$ cat config.mk
export PLATFORM = sky130hd
export DESIGN_NAME = dsl_token_scanner_core
export DESIGN_NICKNAME = d
export VERILOG_FILES = /design/src/hdl/dts_pkg.sv /design/src/hdl/dsl_token_scanner_core.sv /design/src/hdl/dts_front.sv /design/src/hdl/dts_fifo.sv /design/src/hdl/dts_back.sv
export SDC_FILE = /design/constraint.sdc
export NUM_CORES = 1
export LEC_CHECK = 0
export ABC_AREA = 1
export BUFFER_PORTS_ARGS = -buffer_cell sky130_fd_sc_hd__buf_2
export CAP_MARGIN = 20
export CORE_ASPECT_RATIO = 0.75
export CORE_MARGIN = 8
export CORE_UTILIZATION = 50
export DETAILED_ROUTE_END_ITERATION = 8
export GPL_ROUTABILITY_DRIVEN = 0
export GPL_TIMING_DRIVEN = 0
export PLACE_DENSITY_LB_ADDON = 0.25
export SYNTH_ARGS = -nofsm -noshare
export SYNTH_HDL_FRONTEND = slang
export SYNTH_SLANG_ARGS = --single-unit
$ cat constraint.sdc
create_clock -name clock -period 4 [get_ports clock]
set_input_delay 0.8 -clock clock [delete_from_list [all_inputs] [get_ports clock]]
set_output_delay 0.8 -clock clock [all_outputs]
set_load 0.05 [all_outputs]
$ cat src/hdl/dts_pkg.sv
// Shared types, character constants and classification helpers for the token scanner.
`timescale 1ns / 1ps

package dts_pkg;

   // Result kinds
   localparam logic [1:0] KIND_BYTE = 2'd0;
   localparam logic [1:0] KIND_END  = 2'd1;
   localparam logic [1:0] KIND_ERR  = 2'd2;

   // Token classes
   localparam logic [3:0] CLS_IDENT  = 4'd0;
   localparam logic [3:0] CLS_INT    = 4'd1;
   localparam logic [3:0] CLS_FLOAT  = 4'd2;
   localparam logic [3:0] CLS_STRING = 4'd3;
   localparam logic [3:0] CLS_ASSIGN = 4'd4;
   localparam logic [3:0] CLS_SEMI   = 4'd5;
   localparam logic [3:0] CLS_LPAREN = 4'd6;
   localparam logic [3:0] CLS_RPAREN = 4'd7;
   localparam logic [3:0] CLS_LBRACK = 4'd8;
   localparam logic [3:0] CLS_RBRACK = 4'd9;
   localparam logic [3:0] CLS_COMMA  = 4'd10;
   localparam logic [3:0] CLS_MINUS  = 4'd11;
   localparam logic [3:0] CLS_EOF    = 4'd12;
   localparam logic [3:0] CLS_NONE   = 4'd0;

   // Error codes
   localparam logic [1:0] ERR_CHAR    = 2'd0;
   localparam logic [1:0] ERR_COMMENT = 2'd1;
   localparam logic [1:0] ERR_STRING  = 2'd2;
   localparam logic [1:0] ERR_DOT     = 2'd3;
   localparam logic [1:0] ERR_NONE    = 2'd0;

   // Characters with special meaning
   localparam logic [7:0] CH_NUL        = 8'h00;
   localparam logic [7:0] CH_TAB        = 8'h09;
   localparam logic [7:0] CH_NEWLINE    = 8'h0A;
   localparam logic [7:0] CH_VTAB       = 8'h0B;
   localparam logic [7:0] CH_FEED       = 8'h0C;
   localparam logic [7:0] CH_RETURN     = 8'h0D;
   localparam logic [7:0] CH_SPACE      = 8'h20;
   localparam logic [7:0] CH_QUOTE      = 8'h22;
   localparam logic [7:0] CH_LPAREN     = 8'h28;
   localparam logic [7:0] CH_RPAREN     = 8'h29;
   localparam logic [7:0] CH_STAR       = 8'h2A;
   localparam logic [7:0] CH_COMMA      = 8'h2C;
   localparam logic [7:0] CH_MINUS      = 8'h2D;
   localparam logic [7:0] CH_DOT        = 8'h2E;
   localparam logic [7:0] CH_SLASH      = 8'h2F;
   localparam logic [7:0] CH_ZERO       = 8'h30;
   localparam logic [7:0] CH_NINE       = 8'h39;
   localparam logic [7:0] CH_SEMI       = 8'h3B;
   localparam logic [7:0] CH_EQUAL      = 8'h3D;
   localparam logic [7:0] CH_UPPER_A    = 8'h41;
   localparam logic [7:0] CH_UPPER_Z    = 8'h5A;
   localparam logic [7:0] CH_LBRACK     = 8'h5B;
   localparam logic [7:0] CH_RBRACK     = 8'h5D;
   localparam logic [7:0] CH_UNDERSCORE = 8'h5F;
   localparam logic [7:0] CH_LOWER_A    = 8'h61;
   localparam logic [7:0] CH_LOWER_Z    = 8'h7A;

   // Most results one source byte can cause
   localparam int MAX_RESULTS = 3;

   typedef struct packed {
      logic [1:0] kind;
      logic [7:0] lexeme_byte;
      logic [3:0] token_class;
      logic [1:0] error_code;
   } result_type;

   // All results of one source byte, slot 0 first
   typedef struct packed {
      result_type [MAX_RESULTS-1:0] res;
      logic [1:0]                   cnt;
   } bundle_type;

   function automatic logic is_space(input logic [7:0] c);
      return (c == CH_SPACE) || (c == CH_TAB) || (c == CH_NEWLINE) ||
             (c == CH_VTAB) || (c == CH_FEED) || (c == CH_RETURN);
   endfunction

   function automatic logic is_alpha(input logic [7:0] c);
      return ((c >= CH_LOWER_A) && (c <= CH_LOWER_Z)) ||
             ((c >= CH_UPPER_A) && (c <= CH_UPPER_Z));
   endfunction

   function automatic logic is_digit(input logic [7:0] c);
      return (c >= CH_ZERO) && (c <= CH_NINE);
   endfunction

   // Class of a single-character token, CLS_NONE when not punctuation
   function automatic logic [3:0] punct_class(input logic [7:0] c);
      logic [3:0] pc;
      case (c)
         CH_EQUAL:  pc = CLS_ASSIGN;
         CH_SEMI:   pc = CLS_SEMI;
         CH_LPAREN: pc = CLS_LPAREN;
         CH_RPAREN: pc = CLS_RPAREN;
         CH_LBRACK: pc = CLS_LBRACK;
         CH_RBRACK: pc = CLS_RBRACK;
         CH_COMMA:  pc = CLS_COMMA;
         CH_MINUS:  pc = CLS_MINUS;
         default:   pc = CLS_NONE;
      endcase
      return pc;
   endfunction

   function automatic result_type make_result(input logic [1:0] kind,
                                              input logic [7:0] b,
                                              input logic [3:0] cls,
                                              input logic [1:0] err);
      result_type r;
      r.kind        = kind;
      r.lexeme_byte = b;
      r.token_class = cls;
      r.error_code  = err;
      return r;
   endfunction

endpackage

$ cat src/hdl/dsl_token_scanner_core.sv
// Top level of the streaming token scanner: front end, bundle queue and back end.
//
// Usage:
//  Source bytes enter on req_ch / req_at_end; a byte is taken at a clock edge
//  with push high and full low. req_at_end, or a zero byte, closes the input.
//  Results leave on the rsp_ ports; the oldest is shown while empty is low and
//  is taken at an edge with pop high. Each result is a lexeme byte, a token
//  end with its class, or an error; rsp_last_of_run marks the final result
//  of one source byte.
//  Throughput: one source byte per cycle as long as the bundle queue has room;
//  results drain at one per cycle while pop is held high, so a byte causing
//  two or three results is absorbed by the queue at the result side.
//  A taken byte's bundle is written into the bundle queue and then loaded into
//  the back end's register, from which its first result is shown and popped.
//  Reset clears the scan mode, the halt flag and the queue. After an error the
//  block keeps taking bytes but produces nothing until reset.
//  When the receiver stalls, the queue fills and full rises; bytes that give
//  no result are still held back until space returns.
`timescale 1ns / 1ps

module dsl_token_scanner_core #(
   parameter int QUEUE_DEPTH = 4
) (
   input  logic       clock,
   input  logic       reset,
   input  logic [7:0] req_ch,
   input  logic       req_at_end,
   input  logic       push,
   output logic       full,
   output logic [1:0] rsp_kind,
   output logic [7:0] rsp_lexeme_byte,
   output logic [3:0] rsp_token_class,
   output logic [1:0] rsp_error_code,
   output logic       rsp_last_of_run,
   output logic       empty,
   input  logic       pop
);
   import dts_pkg::*;

   logic       accept;
   logic       bundle_write;
   bundle_type bundle;
   bundle_type q_data;
   logic       q_empty;
   logic       q_read;
   result_type result;

   assign accept = push && !full;

   dts_front u_front (
      .clock        (clock),
      .reset        (reset),
      .accept       (accept),
      .ch           (req_ch),
      .at_end       (req_at_end),
      .bundle_write (bundle_write),
      .bundle       (bundle)
   );

   dts_fifo #(
      .DEPTH (QUEUE_DEPTH)
   ) u_fifo (
      .clock   (clock),
      .reset   (reset),
      .wr_en   (bundle_write),
      .wr_data (bundle),
      .full    (full),
      .rd_en   (q_read),
      .rd_data (q_data),
      .empty   (q_empty)
   );

   dts_back u_back (
      .clock       (clock),
      .reset       (reset),
      .q_empty     (q_empty),
      .q_data      (q_data),
      .q_read      (q_read),
      .empty       (empty),
      .pop         (pop),
      .result      (result),
      .last_of_run (rsp_last_of_run)
   );

   // Drive result fields
   assign rsp_kind        = result.kind;
   assign rsp_lexeme_byte = result.lexeme_byte;
   assign rsp_token_class = result.token_class;
   assign rsp_error_code  = result.error_code;

endmodule

$ cat src/hdl/dts_front.sv
// Front end: scan mode state machine that classifies each source byte into a result bundle.
`timescale 1ns / 1ps

module dts_front (
   input  logic               clock,
   input  logic               reset,
   input  logic               accept,
   input  logic [7:0]         ch,
   input  logic               at_end,
   output logic               bundle_write,
   output dts_pkg::bundle_type bundle
);
   import dts_pkg::*;

   typedef enum logic [3:0] {
      MODE_IDLE,
      MODE_SLASH,
      MODE_LINE,
      MODE_BLOCK,
      MODE_BSTAR,
      MODE_IDENT,
      MODE_INT,
      MODE_FLOAT,
      MODE_STRING
   } mode_type;

   mode_type   mode_ff, mode_in;
   logic       halted_ff, halted_in;
   logic [1:0] n;
   logic       do_start;
   logic       source_end;
   logic [3:0] pc;

   assign source_end = at_end || (ch == CH_NUL);
   assign pc         = punct_class(ch);

   // Work out next mode and the results of the accepted byte
   always_comb begin
      mode_in   = mode_ff;
      halted_in = halted_ff;
      bundle    = '0;
      n         = 2'd0;
      do_start  = 1'b0;
      if (accept && !halted_ff) begin
         if (source_end) begin
            case (mode_ff)
               MODE_SLASH: begin
                  bundle.res[n] = make_result(KIND_ERR, 8'd0, CLS_NONE, ERR_CHAR);
                  n = n + 2'd1;
                  halted_in = 1'b1;
                  mode_in = MODE_IDLE;
               end
               MODE_BLOCK, MODE_BSTAR: begin
                  bundle.res[n] = make_result(KIND_ERR, 8'd0, CLS_NONE, ERR_COMMENT);
                  n = n + 2'd1;
                  halted_in = 1'b1;
                  mode_in = MODE_IDLE;
               end
               MODE_STRING: begin
                  bundle.res[n] = make_result(KIND_ERR, 8'd0, CLS_NONE, ERR_STRING);
                  n = n + 2'd1;
                  halted_in = 1'b1;
                  mode_in = MODE_IDLE;
               end
               default: begin
                  // Close an open identifier or number, then the end token
                  if (mode_ff == MODE_IDENT || mode_ff == MODE_INT ||
                      mode_ff == MODE_FLOAT) begin
                     bundle.res[n] = make_result(KIND_END, 8'd0,
                        (mode_ff == MODE_IDENT) ? CLS_IDENT :
                        (mode_ff == MODE_INT) ? CLS_INT : CLS_FLOAT, ERR_NONE);
                     n = n + 2'd1;
                  end
                  bundle.res[n] = make_result(KIND_END, 8'd0, CLS_EOF, ERR_NONE);
                  n = n + 2'd1;
                  mode_in = MODE_IDLE;
               end
            endcase
         end else begin
            case (mode_ff)
               MODE_SLASH: begin
                  if (ch == CH_SLASH) begin
                     mode_in = MODE_LINE;
                  end else if (ch == CH_STAR) begin
                     mode_in = MODE_BLOCK;
                  end else begin
                     bundle.res[n] = make_result(KIND_ERR, 8'd0, CLS_NONE, ERR_CHAR);
                     n = n + 2'd1;
                     halted_in = 1'b1;
                     mode_in = MODE_IDLE;
                  end
               end
               MODE_LINE: begin
                  if (ch == CH_NEWLINE) mode_in = MODE_IDLE;
               end
               MODE_BLOCK: begin
                  if (ch == CH_STAR) mode_in = MODE_BSTAR;
               end
               MODE_BSTAR: begin
                  if (ch == CH_SLASH) mode_in = MODE_IDLE;
                  else if (ch != CH_STAR) mode_in = MODE_BLOCK;
               end
               MODE_STRING: begin
                  if (ch == CH_QUOTE) begin
                     bundle.res[n] = make_result(KIND_END, 8'd0, CLS_STRING, ERR_NONE);
                     n = n + 2'd1;
                     mode_in = MODE_IDLE;
                  end else begin
                     bundle.res[n] = make_result(KIND_BYTE, ch, CLS_NONE, ERR_NONE);
                     n = n + 2'd1;
                  end
               end
               MODE_IDENT: begin
                  if (is_alpha(ch) || is_digit(ch) || ch == CH_UNDERSCORE) begin
                     bundle.res[n] = make_result(KIND_BYTE, ch, CLS_NONE, ERR_NONE);
                     n = n + 2'd1;
                  end else begin
                     bundle.res[n] = make_result(KIND_END, 8'd0, CLS_IDENT, ERR_NONE);
                     n = n + 2'd1;
                     do_start = 1'b1;
                  end
               end
               MODE_INT, MODE_FLOAT: begin
                  if (is_digit(ch)) begin
                     bundle.res[n] = make_result(KIND_BYTE, ch, CLS_NONE, ERR_NONE);
                     n = n + 2'd1;
                  end else if (ch == CH_DOT) begin
                     if (mode_ff == MODE_FLOAT) begin
                        bundle.res[n] = make_result(KIND_ERR, 8'd0, CLS_NONE, ERR_DOT);
                        n = n + 2'd1;
                        halted_in = 1'b1;
                        mode_in = MODE_IDLE;
                     end else begin
                        bundle.res[n] = make_result(KIND_BYTE, ch, CLS_NONE, ERR_NONE);
                        n = n + 2'd1;
                        mode_in = MODE_FLOAT;
                     end
                  end else begin
                     bundle.res[n] = make_result(KIND_END, 8'd0,
                        (mode_ff == MODE_FLOAT) ? CLS_FLOAT : CLS_INT, ERR_NONE);
                     n = n + 2'd1;
                     do_start = 1'b1;
                  end
               end
               default: do_start = 1'b1;
            endcase

            // Scan the byte afresh from idle
            if (do_start) begin
               mode_in = MODE_IDLE;
               if (is_space(ch)) begin
                  mode_in = MODE_IDLE;
               end else if (ch == CH_SLASH) begin
                  mode_in = MODE_SLASH;
               end else if (is_alpha(ch) || ch == CH_UNDERSCORE) begin
                  bundle.res[n] = make_result(KIND_BYTE, ch, CLS_NONE, ERR_NONE);
                  n = n + 2'd1;
                  mode_in = MODE_IDENT;
               end else if (is_digit(ch)) begin
                  bundle.res[n] = make_result(KIND_BYTE, ch, CLS_NONE, ERR_NONE);
                  n = n + 2'd1;
                  mode_in = MODE_INT;
               end else if (ch == CH_QUOTE) begin
                  mode_in = MODE_STRING;
               end else if (pc != CLS_NONE) begin
                  bundle.res[n] = make_result(KIND_BYTE, ch, CLS_NONE, ERR_NONE);
                  n = n + 2'd1;
                  bundle.res[n] = make_result(KIND_END, 8'd0, pc, ERR_NONE);
                  n = n + 2'd1;
               end else begin
                  bundle.res[n] = make_result(KIND_ERR, 8'd0, CLS_NONE, ERR_CHAR);
                  n = n + 2'd1;
                  halted_in = 1'b1;
               end
            end
         end
      end
      bundle.cnt   = n;
      bundle_write = accept && (n != 2'd0);
   end

   // Hold scan mode and halt flag
   always_ff @(posedge clock) begin
      if (reset) begin
         mode_ff   <= MODE_IDLE;
         halted_ff <= 1'b0;
      end else begin
         mode_ff   <= mode_in;
         halted_ff <= halted_in;
      end
   end

   a_halt_idle: assert property (@(posedge clock) disable iff (reset)
      halted_ff |-> (mode_ff == MODE_IDLE))
      else $error("scanner halted outside idle mode");

   a_halt_sticky: assert property (@(posedge clock) disable iff (reset)
      halted_ff |=> (halted_ff && !bundle_write))
      else $error("halted scanner resumed or produced results");

endmodule

$ cat src/hdl/dts_fifo.sv
// Bundle queue between the scanning front end and the result back end.
`timescale 1ns / 1ps

module dts_fifo #(
   parameter int DEPTH = 4
) (
   input  logic               clock,
   input  logic               reset,
   input  logic               wr_en,
   input  dts_pkg::bundle_type wr_data,
   output logic               full,
   input  logic               rd_en,
   output dts_pkg::bundle_type rd_data,
   output logic               empty
);
   import dts_pkg::*;

   localparam int PW = (DEPTH > 1) ? $clog2(DEPTH) : 1;
   localparam int CW = $clog2(DEPTH + 1);

   bundle_type      mem_ff [DEPTH];
   logic [PW-1:0]   wr_ptr_ff, wr_ptr_in;
   logic [PW-1:0]   rd_ptr_ff, rd_ptr_in;
   logic [CW-1:0]   count_ff, count_in;

   assign full    = (count_ff == CW'(DEPTH));
   assign empty   = (count_ff == '0);
   assign rd_data = mem_ff[rd_ptr_ff];

   // Advance pointers and occupancy
   always_comb begin
      wr_ptr_in = wr_ptr_ff;
      rd_ptr_in = rd_ptr_ff;
      count_in  = count_ff;
      if (wr_en) begin
         wr_ptr_in = (wr_ptr_ff == PW'(DEPTH - 1)) ? '0 : wr_ptr_ff + PW'(1);
      end
      if (rd_en) begin
         rd_ptr_in = (rd_ptr_ff == PW'(DEPTH - 1)) ? '0 : rd_ptr_ff + PW'(1);
      end
      case ({wr_en, rd_en})
         2'b10:   count_in = count_ff + CW'(1);
         2'b01:   count_in = count_ff - CW'(1);
         default: count_in = count_ff;
      endcase
   end

   always_ff @(posedge clock) begin
      if (reset) begin
         wr_ptr_ff <= '0;
         rd_ptr_ff <= '0;
         count_ff  <= '0;
      end else begin
         wr_ptr_ff <= wr_ptr_in;
         rd_ptr_ff <= rd_ptr_in;
         count_ff  <= count_in;
      end
   end

   // Store incoming bundle
   always_ff @(posedge clock) begin
      if (wr_en) begin
         mem_ff[wr_ptr_ff] <= wr_data;
      end
   end

   a_no_overflow: assert property (@(posedge clock) disable iff (reset)
      !(wr_en && full))
      else $error("bundle queue written while full");

   a_no_underflow: assert property (@(posedge clock) disable iff (reset)
      !(rd_en && empty))
      else $error("bundle queue read while empty");

endmodule

$ cat src/hdl/dts_back.sv
// Back end: unpacks result bundles and presents one result per transaction.
`timescale 1ns / 1ps

module dts_back (
   input  logic                clock,
   input  logic                reset,
   input  logic                q_empty,
   input  dts_pkg::bundle_type q_data,
   output logic                q_read,
   output logic                empty,
   input  logic                pop,
   output dts_pkg::result_type result,
   output logic                last_of_run
);
   import dts_pkg::*;

   bundle_type cur_ff, cur_in;
   logic [1:0] idx_ff, idx_in;
   logic       valid_ff, valid_in;
   logic       is_last;
   logic       taken;

   assign is_last     = (idx_ff == (cur_ff.cnt - 2'd1));
   assign taken       = pop && valid_ff;
   assign empty       = !valid_ff;
   assign result      = cur_ff.res[idx_ff];
   assign last_of_run = is_last;

   // Load a new bundle once the current one is drained, else step through slots
   always_comb begin
      q_read   = !q_empty && (!valid_ff || (taken && is_last));
      cur_in   = cur_ff;
      idx_in   = idx_ff;
      valid_in = valid_ff;
      if (q_read) begin
         cur_in   = q_data;
         idx_in   = 2'd0;
         valid_in = 1'b1;
      end else if (taken && is_last) begin
         valid_in = 1'b0;
      end else if (taken) begin
         idx_in = idx_ff + 2'd1;
      end
   end

   always_ff @(posedge clock) begin
      if (reset) begin
         idx_ff   <= 2'd0;
         valid_ff <= 1'b0;
      end else begin
         idx_ff   <= idx_in;
         valid_ff <= valid_in;
      end
   end

   always_ff @(posedge clock) begin
      cur_ff <= cur_in;
   end

   a_slot_in_range: assert property (@(posedge clock) disable iff (reset)
      valid_ff |-> (cur_ff.cnt != 2'd0 && idx_ff < cur_ff.cnt))
      else $error("result slot beyond bundle count");

   a_load_restart: assert property (@(posedge clock) disable iff (reset)
      q_read |=> (valid_ff && idx_ff == 2'd0))
      else $error("loaded bundle does not start at first slot");

endmodule

==> metrics.txt, run 1 <==
status=completed; first-pass GRT wire length=roughly 31,000 um; most common cell in the netlist=edfxtp_1; max-cap check violation count=0; post-synthesis cell type count=47; DIE HEIGHT=130 um; nets=883; number of synthesized register bits=195; Worst-Margin Slew=0.874 ns; Rel. slew slack=roughly two fifths; Placed Instances=1,050; DR vias=6,161; Worst EP required=4.31 ns; DR iter-0 viols=a little under 700; num ports=32; vias in the first global route=5,695; Final Worst Setup Slack=approximately 0.26 ns; register area share after synthesis=66.1%; DRC violations left=0; Die Span X=168 um; total negative slack=0 ns; CORE AREA=16,900 um2; Port Buf Inserts=30; Overflow after GRT=0; ys async rst share=0%; Post-Syn Instances=approximately 800; final core utilization=58.6%; Detailed Place HPWL=approximately 14,000 um; Fin. Hold Viols=0; largest cells by area after synthesis=edfxtp_1 (63%), nor2_1 (5.9%), o21ai_0 (5.8%), dfxtp_1 (3.5%), nand2_1 (3.4%); Max IR drop VDD=381 uV; Post-Layout Cell Count=around 1,100; synthesis-to-layout area growth=14.6%; Post-synth top cells=edfxtp_1 (180), nor2_1 (135), o21ai_0 (100), nand2_1 (78), inv_1 (52); routed vias/inst=5.67; Synth Warn #=0; Syn Area/Cell=10.8 um2; antenna violations before repair=0; TritonRoute pass-1 iters=6; clk sink count=about 200; routed len/inst=approximately 19 um; Worst-Skew Late Latency=0.44 ns; largest net degree at the start of global routing=30; final hold slack=0.459 ns; dpl ws=-0.614 ns; clock skew=around 0.022 ns; min Tclk post-route=between 3 and 4 ns; Routed Antenna Nets=0; startpoint types=input pin; hold buffer count at cts=0; Worst R2R Start=u_front.mode_ff[2]; post-synth top area share=62.6%; # H-tree levels=4; CP arrival=4.06 ns; power per cell area=around 700 nW/um2; layout cell share with drive strength beyond 1=15.3%; EDFF count, synth=180; crit share post-route=93.6%; Initial Utilization=51.1%; Syn Std Cell Area=8630 um2; die area=21,800 um2; worst hold-check path type=reg -> reg; row count=~40; CP Max Fanout=5; Pleak=3.63 nW; drt total wl=20,700 um; Synth area leader=edfxtp_1; Worst Setup SP=req_ch[7]; hold_sp=u_front.halted_ff; Max Freq=267 MHz; Crit. End Element=flop; clock buffer count from CTS=17; Max clock buf depth=2; Setup violations, final=0; ant diodes=0; CTS tree=yes; crit path kind=in -> reg; Slew Viols, Final=0; GR Util All Layers=19.1%; Root Buffer=clkbuf_16; Reg clk slew, reported paths=0.06 ns; Post-synth top flop=edfxtp_1
[metal layers]
| layer | track usage (%) | wire, um | vias up |
|---|---|---|---|
| li1 | - | - | 2940 |
| met1 | 24.6 | 8950 | 2925 |
| met2 | 30.5 | 9420 | 266 |
| met3 | 5.82 | 1990 | 30 |
| met4 | 6.75 | 363 | 0 |
| met5 | 0 | 0 | - |
[repair_timing]
item                       4_1_cts  5_1_grt
pin swaps                        2        1
resized for setup                0       19
buffers inserted                 3        2
setup endpoints to repair        2        2
hold endpoints to repair         0        0
[power by group]
part	internal [mW]	switching, mW	leakage [nW]
combinational	0.568	1.65	1.51
sequential	2.78	0.134	1.82
clock	0.954	0.804	0.304
[worst paths after layout]
kind	to	slack (ns)	cells past startpoint
max reg2reg	u_fifo.count_ff[2]	0.35	23
max	u_fifo.count_ff[2]	0.26	26
min	u_front.halted_ff	0.46	2
min reg2reg	u_front.halted_ff	0.46	2
[through the flow]
stage	total power, mW	instance area, um2
2_1_floorplan	4.42	8640
3_3_place_gp	5.06	9060
3_5_place_dp	5.14	9190
4_1_cts	6.90	9830
5_1_grt	7.20	9890
6_report	6.89	9890
[critical path, cell delays in order]
cell and delay (ns):
buf_2 0.14, nor2_4 0.16, nand3_2 0.15, nor2_2 0.16, nand2_1 0.08, nand3_1 0.14
nor2_2 0.07, inv_1 0.11, ha_1 0.24, or2_0 0.22, nand2_1 0.07, nand2_1 0.04
nand2_1 0.06, nand3_1 0.06, nand3_1 0.09, nand2_1 0.06, nand2_2 0.10, inv_2 0.10
nor2_8 0.14, ha_1 0.15, inv_1 0.08, fa_2 0.40, a21oi_1 0.14, o21ai_1 0.10
o21ai_1 0.13, a21oi_1 0.05
[kinds of logic (layout without fill, tap and decap cells)]
kind of cell    after synthesis  count (layout)  share of synthesized area, %
fa+ha+maj                    11              11                          1.68
simple gates                305             305                          15.9
buf+inv                     100             172                          4.45
other cells                   1               4                        0.0434
compound gates              184             184                          11.7
flops                       195             195                          66.1
xor+xnor                      1               1                         0.101
[state kept, by name, indices dropped and copies added, names as in the netlist]
name               flops
u_back.valid_ff        1
u_fifo.count_ff        3
u_front.halted_ff      1
u_back.idx_ff          2
u_fifo.mem_ff        144
u_fifo.wr_ptr_ff       2
u_fifo.rd_ptr_ff       2
u_back.cur_ff         36
u_front.mode_ff        4
[cell type report]
class	count	area (um2)
flip-flops and latches	195	5710
clock buffers	17	425
plain buffers	30	119
fillers	1412	6990
repair buffers	40	288
inverters	70	270
clock inverters	15	198
multi-input cells	505	2620
well taps	215	269
[placed cells by master (no fill, tap or decap), types with 3 or more instances in the layout]
master,instances
ha_1,10
inv_2,17
nand3_1,29
nand4_1,3
inv_6,5
conb_1,4
nor2_1,130
clkbuf_16,17
inv_1,50
buf_4,6
clkbuf_1,26
inv_4,3
clkinv_8,4
o31ai_1,4
o22ai_1,37
dfxtp_1,15
nand2_2,6
o21ai_0,96
a21oi_1,29
nand3_2,4
nor2_2,9
buf_12,5
nand2_1,76
o21ai_1,5
nor2_4,7
edfxtp_1,180
buf_2,32
nor3_1,26
Note: power is estimated with default switching activity, not from simulation.
==> run 2: changes to the inputs <==
Settings changed: ABC_AREA 1 to 0.
==> metrics.txt, run 2 <==
min Tclk post-route=3.96 ns; Rel. slew slack=28.1%; Worst EP required=4.04 ns; WHS Endpoint=u_front.halted_ff; Pleak=3.28 nW; die area=21,900 um2; startpoint types=input pin; Worst-Margin Slew=1.08 ns; R2R Setup Slk=about 0.14 ns; largest cells by area after synthesis=edfxtp_1 (62%), mux4_2 (9.3%), dfxtp_1 (3.5%), nor2_1 (2.2%), mux2i_1 (2.0%); Max Freq=between 200 and 300 MHz; Syn Area/Cell=15.1 um2; routed vias/inst=6.10; most common cell after layout, fill and taps aside=edfxtp_1; first-pass GRT wire length=29,100 um; Post-Syn Instances=577; most frequent cells in the layout=edfxtp_1 (180), nor2_1 (51), mux4_2 (36); Post-synth top flop=edfxtp_1; Worst R2R Start=u_front.mode_ff[2]; DIE HEIGHT=between 100 and 150 um; Power Total=6.47 mW; register area share after synthesis=around 66%; Biggest register=u_fifo.mem_ff; hold_sp=u_front.halted_ff; synthesis-to-layout area growth=13.3%; ant diodes=0; multi-input combinational cell area=between 2000 and 3000 um2; final core utilization=58.1%; Setup violations, final=0; WHS Path Cells=2; DR iter-0 viols=609; vias in the first global route=5,157; row count=41; Crit. End Element=flop; largest net degree at the start of global routing=37; R2R depth=17; Die Span X=168 um; clock buffer count from CTS=17; FF+latch area=5710 um2; DR vias=5,243; max-cap check violation count=0; RSZ-0062 raised after global routing=yes; ys async rst share=0%; CP arrival=4.00 ns; Syn Std Cell Area=8690 um2; most common cell in the netlist=edfxtp_1; Worst-Skew Late Latency=roughly 0.43 ns; routed len/inst=21.7 um; Detailed Place HPWL=12,300 um; Max clock buf depth=2; reg2reg end=u_fifo.count_ff[2]; clk sink count=195; DRC violations left=0; Synth area leader=edfxtp_1; Final Worst Setup Slack=0.0438 ns; crit share post-route=98.9%; nets=656; number of synthesized register bits=195; num ports=32; Post-synth top cells=edfxtp_1 (180), nor2_1 (51), mux4_2 (36), nand2_1 (29), a21oi_1 (23); CP Max Fanout=36; clock skew=0.00995 ns; final hold slack=around 0.51 ns; power per cell area=657 nW/um2; Post-Layout Cell Count=860; TritonRoute pass-1 iters=7; Synth Warn #=0; Top Registers=u_fifo.mem_ff: 144 flops, u_back.cur_ff: 36 flops, u_front.mode_ff: 4 flops; EDFF count, synth=between 150 and 200; Placed Instances=between 800 and 900; Initial Utilization=51.3%; post-synthesis cell type count=71; Slew Viols, Final=0; dpl ws=-1.02 ns; Port Buf Inserts=28; CORE AREA=16,900 um2; Max IR drop VDD=324 uV; crit path kind=in -> reg; Overflow after GRT=0; status=completed; max reg flops=144; # H-tree levels=4; Reg clk slew, reported paths=approximately 0.07 ns; post-synth top area share=62.2%; Fin. Hold Viols=0; GR Util All Layers=17.7%; drt total wl=18,700 um; fill cell count=1,286; layout cell share with drive strength beyond 1=20.8%; Root Buffer=clkbuf_16; CTS tree=yes; worst hold-check path type=reg -> reg; antenna violations before repair=0; hold buffer count at cts=0; Routed Antenna Nets=0
[run 2: cells by family (layout without fill, tap and decap cells)]
kind of cell	count (synthesis)	count (layout)	share of synthesized area (%)
AO/OA/AOI/OAI	88	88	6.94
XOR/XNOR	9	9	0.907
adder cells (fa/ha/maj)	11	11	1.67
buffers and inverters	45	110	2.26
flip-flops	195	195	65.7
multiplexers	54	54	11.5
other	1	4	0.0432
AND/OR/NAND/NOR	174	174	11.0
[run 2: worst max-delay path: stages]
cell,delay [ns]
buf_2,0.16
or4b_1,0.70
nor4_4,0.51
o21ai_0,0.25
o211ai_1,0.18
a221oi_2,0.09
buf_4,0.20
o21bai_4,0.17
and2_2,0.89
[run 2: final cells by class]
type	instances	area share [%]
plain buffers	31	1.53
clock buffers	22	4.62
clock inverters	10	1.50
inverters	14	0.598
multi-input cells	340	29.1
flip-flops and latches	195	58.0
well taps	215	2.73
repair buffers	33	1.93
[run 2: worst max path at each step]
stage,depth (start not counted),start,to
6_report,9,req_ch[7],u_fifo.mem_ff[3][32]
5_1_grt,17,req_ch[1],u_fifo.count_ff[2]
4_1_cts,18,req_ch[0],u_fifo.count_ff[2]
3_3_place_gp,16,req_ch[2],u_fifo.count_ff[2]
3_5_place_dp,16,req_ch[2],u_fifo.count_ff[2]
2_1_floorplan,17,req_ch[0],u_fifo.count_ff[2]
[run 2: per-layer routing]
layer / wire (um) / share of wire [%] / vias up / track usage [%]
met3: 1350 / 7.2 / 24 / 4.16
met4: 324 / 1.7 / 0 / 5.29
met2: 8400 / 45 / 229 / 27.1
met1: 8620 / 46 / 2639 / 24.7
li1: - / - / 2351 / -
met5: 0 / 0 / - / 0
[run 2: power by group]
group          total (mW)  internal (mW)  switching, mW
Combinational        1.88          0.640           1.24
Sequential           2.85           2.73          0.112
Clock                1.74           1.01          0.728
[run 2: stage by stage]
step	cell area, um2	TNS, ns
finish	9840	0
floorplan	8710	-0.156
global placement	9120	-111.03
detailed placement	9140	-136.57
CTS	9800	0
global route	9840	-10.72
[run 2: what timing repair did]
item | CTS | global route
endpoints found under the setup margin | 147 | 146
pin swaps | 3 | 2
buffers inserted | 3 | 1
gates resized for setup | 7 | 10
==> run 3: changes to the inputs <==
--- a/config.mk
+++ b/config.mk
@@ -9,10 +9,9 @@
 export BUFFER_PORTS_ARGS = -buffer_cell sky130_fd_sc_hd__buf_2
 export CAP_MARGIN = 20
-export CORE_ASPECT_RATIO = 0.75
+export CORE_ASPECT_RATIO = 1.1
 export CORE_MARGIN = 8
 export CORE_UTILIZATION = 50
 export DETAILED_ROUTE_END_ITERATION = 8
 export GPL_ROUTABILITY_DRIVEN = 0
-export GPL_TIMING_DRIVEN = 0
 export PLACE_DENSITY_LB_ADDON = 0.25
 export SYNTH_ARGS = -nofsm -noshare
==> constraint.sdc (replaced) <==
create_clock -name clock -period 4 [get_ports clock]
set_input_delay 0.4 -clock clock [delete_from_list [all_inputs] [get_ports clock]]
set_output_delay 0.4 -clock clock [all_outputs]
set_load 0.05 [all_outputs]
==> metrics.txt, run 3 (same netlist as run 2, synthesis figures left out) <==
hold_sp=reset; drt total wl=around 18,000 um; Worst-Skew Late Latency=0.43 ns; Die Span X=142 um; most common cell after layout, fill and taps aside=edfxtp_1; Routed Antenna Nets=0; WHS Path Cells=2; Worst-Margin Slew=between 1 and 1.5 ns; nets=645; antenna violations before repair=0; Rel. slew slack=28.6%; crit path kind=reg -> reg; Power Total=6.32 mW; Max IR drop VDD=324 uV; CTS tree=yes; Port Buf Inserts=31; TritonRoute pass-1 iters=5; largest net degree at the start of global routing=41; Max Freq=264 MHz; Max clock buf depth=2; max reg flops=144; clock buffer count from CTS=17; Critical-path top delay cell=or4b_1; RSZ-0062 raised after global routing=no; Setup violations, final=0; hold buffer count at cts=0; Worst R2R Start=u_front.mode_ff[0]; total negative slack=0 ns; routed len/inst=approximately 20 um; Root Buffer=clkbuf_16; synthesis-to-layout area growth=13.0%; Top Registers=u_fifo.mem_ff: 144 flops, u_back.cur_ff: 36 flops, u_front.mode_ff: 4 flops; dpl ws=0.0719 ns; most frequent cells in the layout=edfxtp_1 (180), nor2_1 (51), mux4_2 (36); Pleak=3.28 nW; Initial Utilization=51.0%; crit share post-route=around 95%; Crit. End Element=flop; R2R depth=16; power per cell area=644 nW/um2; Overflow after GRT=0; Slew Viols, Final=0; CP arrival=4.15 ns; Final Worst Setup Slack=around 0.22 ns; multi-input combinational cell area=2810 um2; startpoint types=flop; GR Util All Layers=between 10% and 20%; worst hold-check path type=in -> reg; Biggest register=u_fifo.mem_ff; Placed Instances=836; WHS Endpoint=u_fifo.count_ff[0]; postcts setup bufs=0; reg2reg end=u_fifo.count_ff[2]; Top cell by count, worst path=ha_1; Fin. Hold Viols=0; max-cap check violation count=0; R2R Setup Slk=between 0.2 and 0.25 ns; clk sink count=195; Worst EP required=4.36 ns; Detailed Place HPWL=11,500 um; die area=21,800 um2; CORE AREA=17,000 um2; Post-Layout Cell Count=868; clock skew=0.00824 ns; routed vias/inst=5.80; first-pass GRT wire length=~28,000 um; crit-path max cell delay=0.53 ns; post-CTS resize count=0; fill cell count=1,341; # H-tree levels=4; DRC violations left=0; row count=50; DIE HEIGHT=154 um; crit-path cells=buf_4 -> or4b_1 -> o21ai_0 -> nor2_2 -> ha_1 -> o2111ai_1 -> o211ai_1 -> a221oi_2 -> o21bai_4 -> inv_4 -> ha_1 -> inv_1 -> fa_1 -> xor2_1 -> or3_1 -> a21oi_1; DR vias=5,036; layout cell share with drive strength beyond 1=21.3%; FF+latch area=5710 um2; CP Max Fanout=12; vias in the first global route=5,190; DR iter-0 viols=423; Reg clk slew, reported paths=0.07 ns; status=completed; min Tclk post-route=around 3.8 ns; ant diodes=0; num ports=32
-- run 3: changes by cell type in the layout (fill, tap and decap cells not counted), sizes merged --
cell and delta:
inv +1, buf +6, bufinv -2, clkinvlp -1
clkinv +2, clkbuf -17
-- run 3: layout make-up --
type	count	share of cell area [%]
tap	234	2.98
timing repair buffer	53	3.90
clock buffer	22	4.83
clock inverter	10	0.982
sequential	195	58.1
multi-input combinational	340	28.6
inverter	14	0.561
-- run 3: where the power goes --
part           internal [mW]  switching, mW
logic                  0.642           1.14
registers               2.73          0.171
clock network          0.914          0.724
total                   4.29           2.03
-- run 3: worst max path at each step --
stage / start / endpoint / slack (ns) / cells past startpoint
6_report: u_front.mode_ff[0] / u_fifo.count_ff[2] / 0.22 / 16
5_1_grt: u_front.mode_ff[0] / u_fifo.count_ff[2] / 0.02 / 16
4_1_cts: u_front.mode_ff[0] / u_fifo.count_ff[2] / 0.21 / 16
3_5_place_dp: req_ch[0] / u_fifo.count_ff[2] / 0.07 / 16
3_3_place_gp: req_ch[0] / u_fifo.count_ff[2] / 0.19 / 16
2_1_floorplan: u_back.idx_ff[1] / u_fifo.count_ff[2] / 0.04 / 11
-- run 3: critical path: cells and delay by family, from the launching register on --
family / cells / cell delay [ns]
DFF: 1 / 0.34
xor gates and xnor gates: 1 / 0.15
buffers and inverters: 3 / 0.34
and+or+nand+nor: 3 / 0.92
adders and majority gates: 3 / 0.92
AOI/OAI and AO/OA: 6 / 1.06
-- run 3: stage by stage --
stage | utilization, % | hold slack, ns | area [um2]
3_5_place_dp | 54.3 | 0.506 | 9240
3_3_place_gp | 54.3 | 0.481 | 9240
5_1_grt | 57.7 | 0.326 | 9810
2_1_floorplan | - | 0.452 | 8710
4_1_cts | 57.7 | 0.310 | 9810
6_report | 57.7 | 0.312 | 9810
-- run 3: routing by layer --
| layer | track usage (%) | up-vias | routed length, um |
|---|---|---|---|
| met5 | 0 | - | 0 |
| li1 | - | 2331 | - |
| met1 | 19.8 | 2510 | 7130 |
| met3 | 4.37 | 37 | 983 |
| met2 | 29.1 | 158 | 9080 |
| met4 | 7.68 | 0 | 540 |
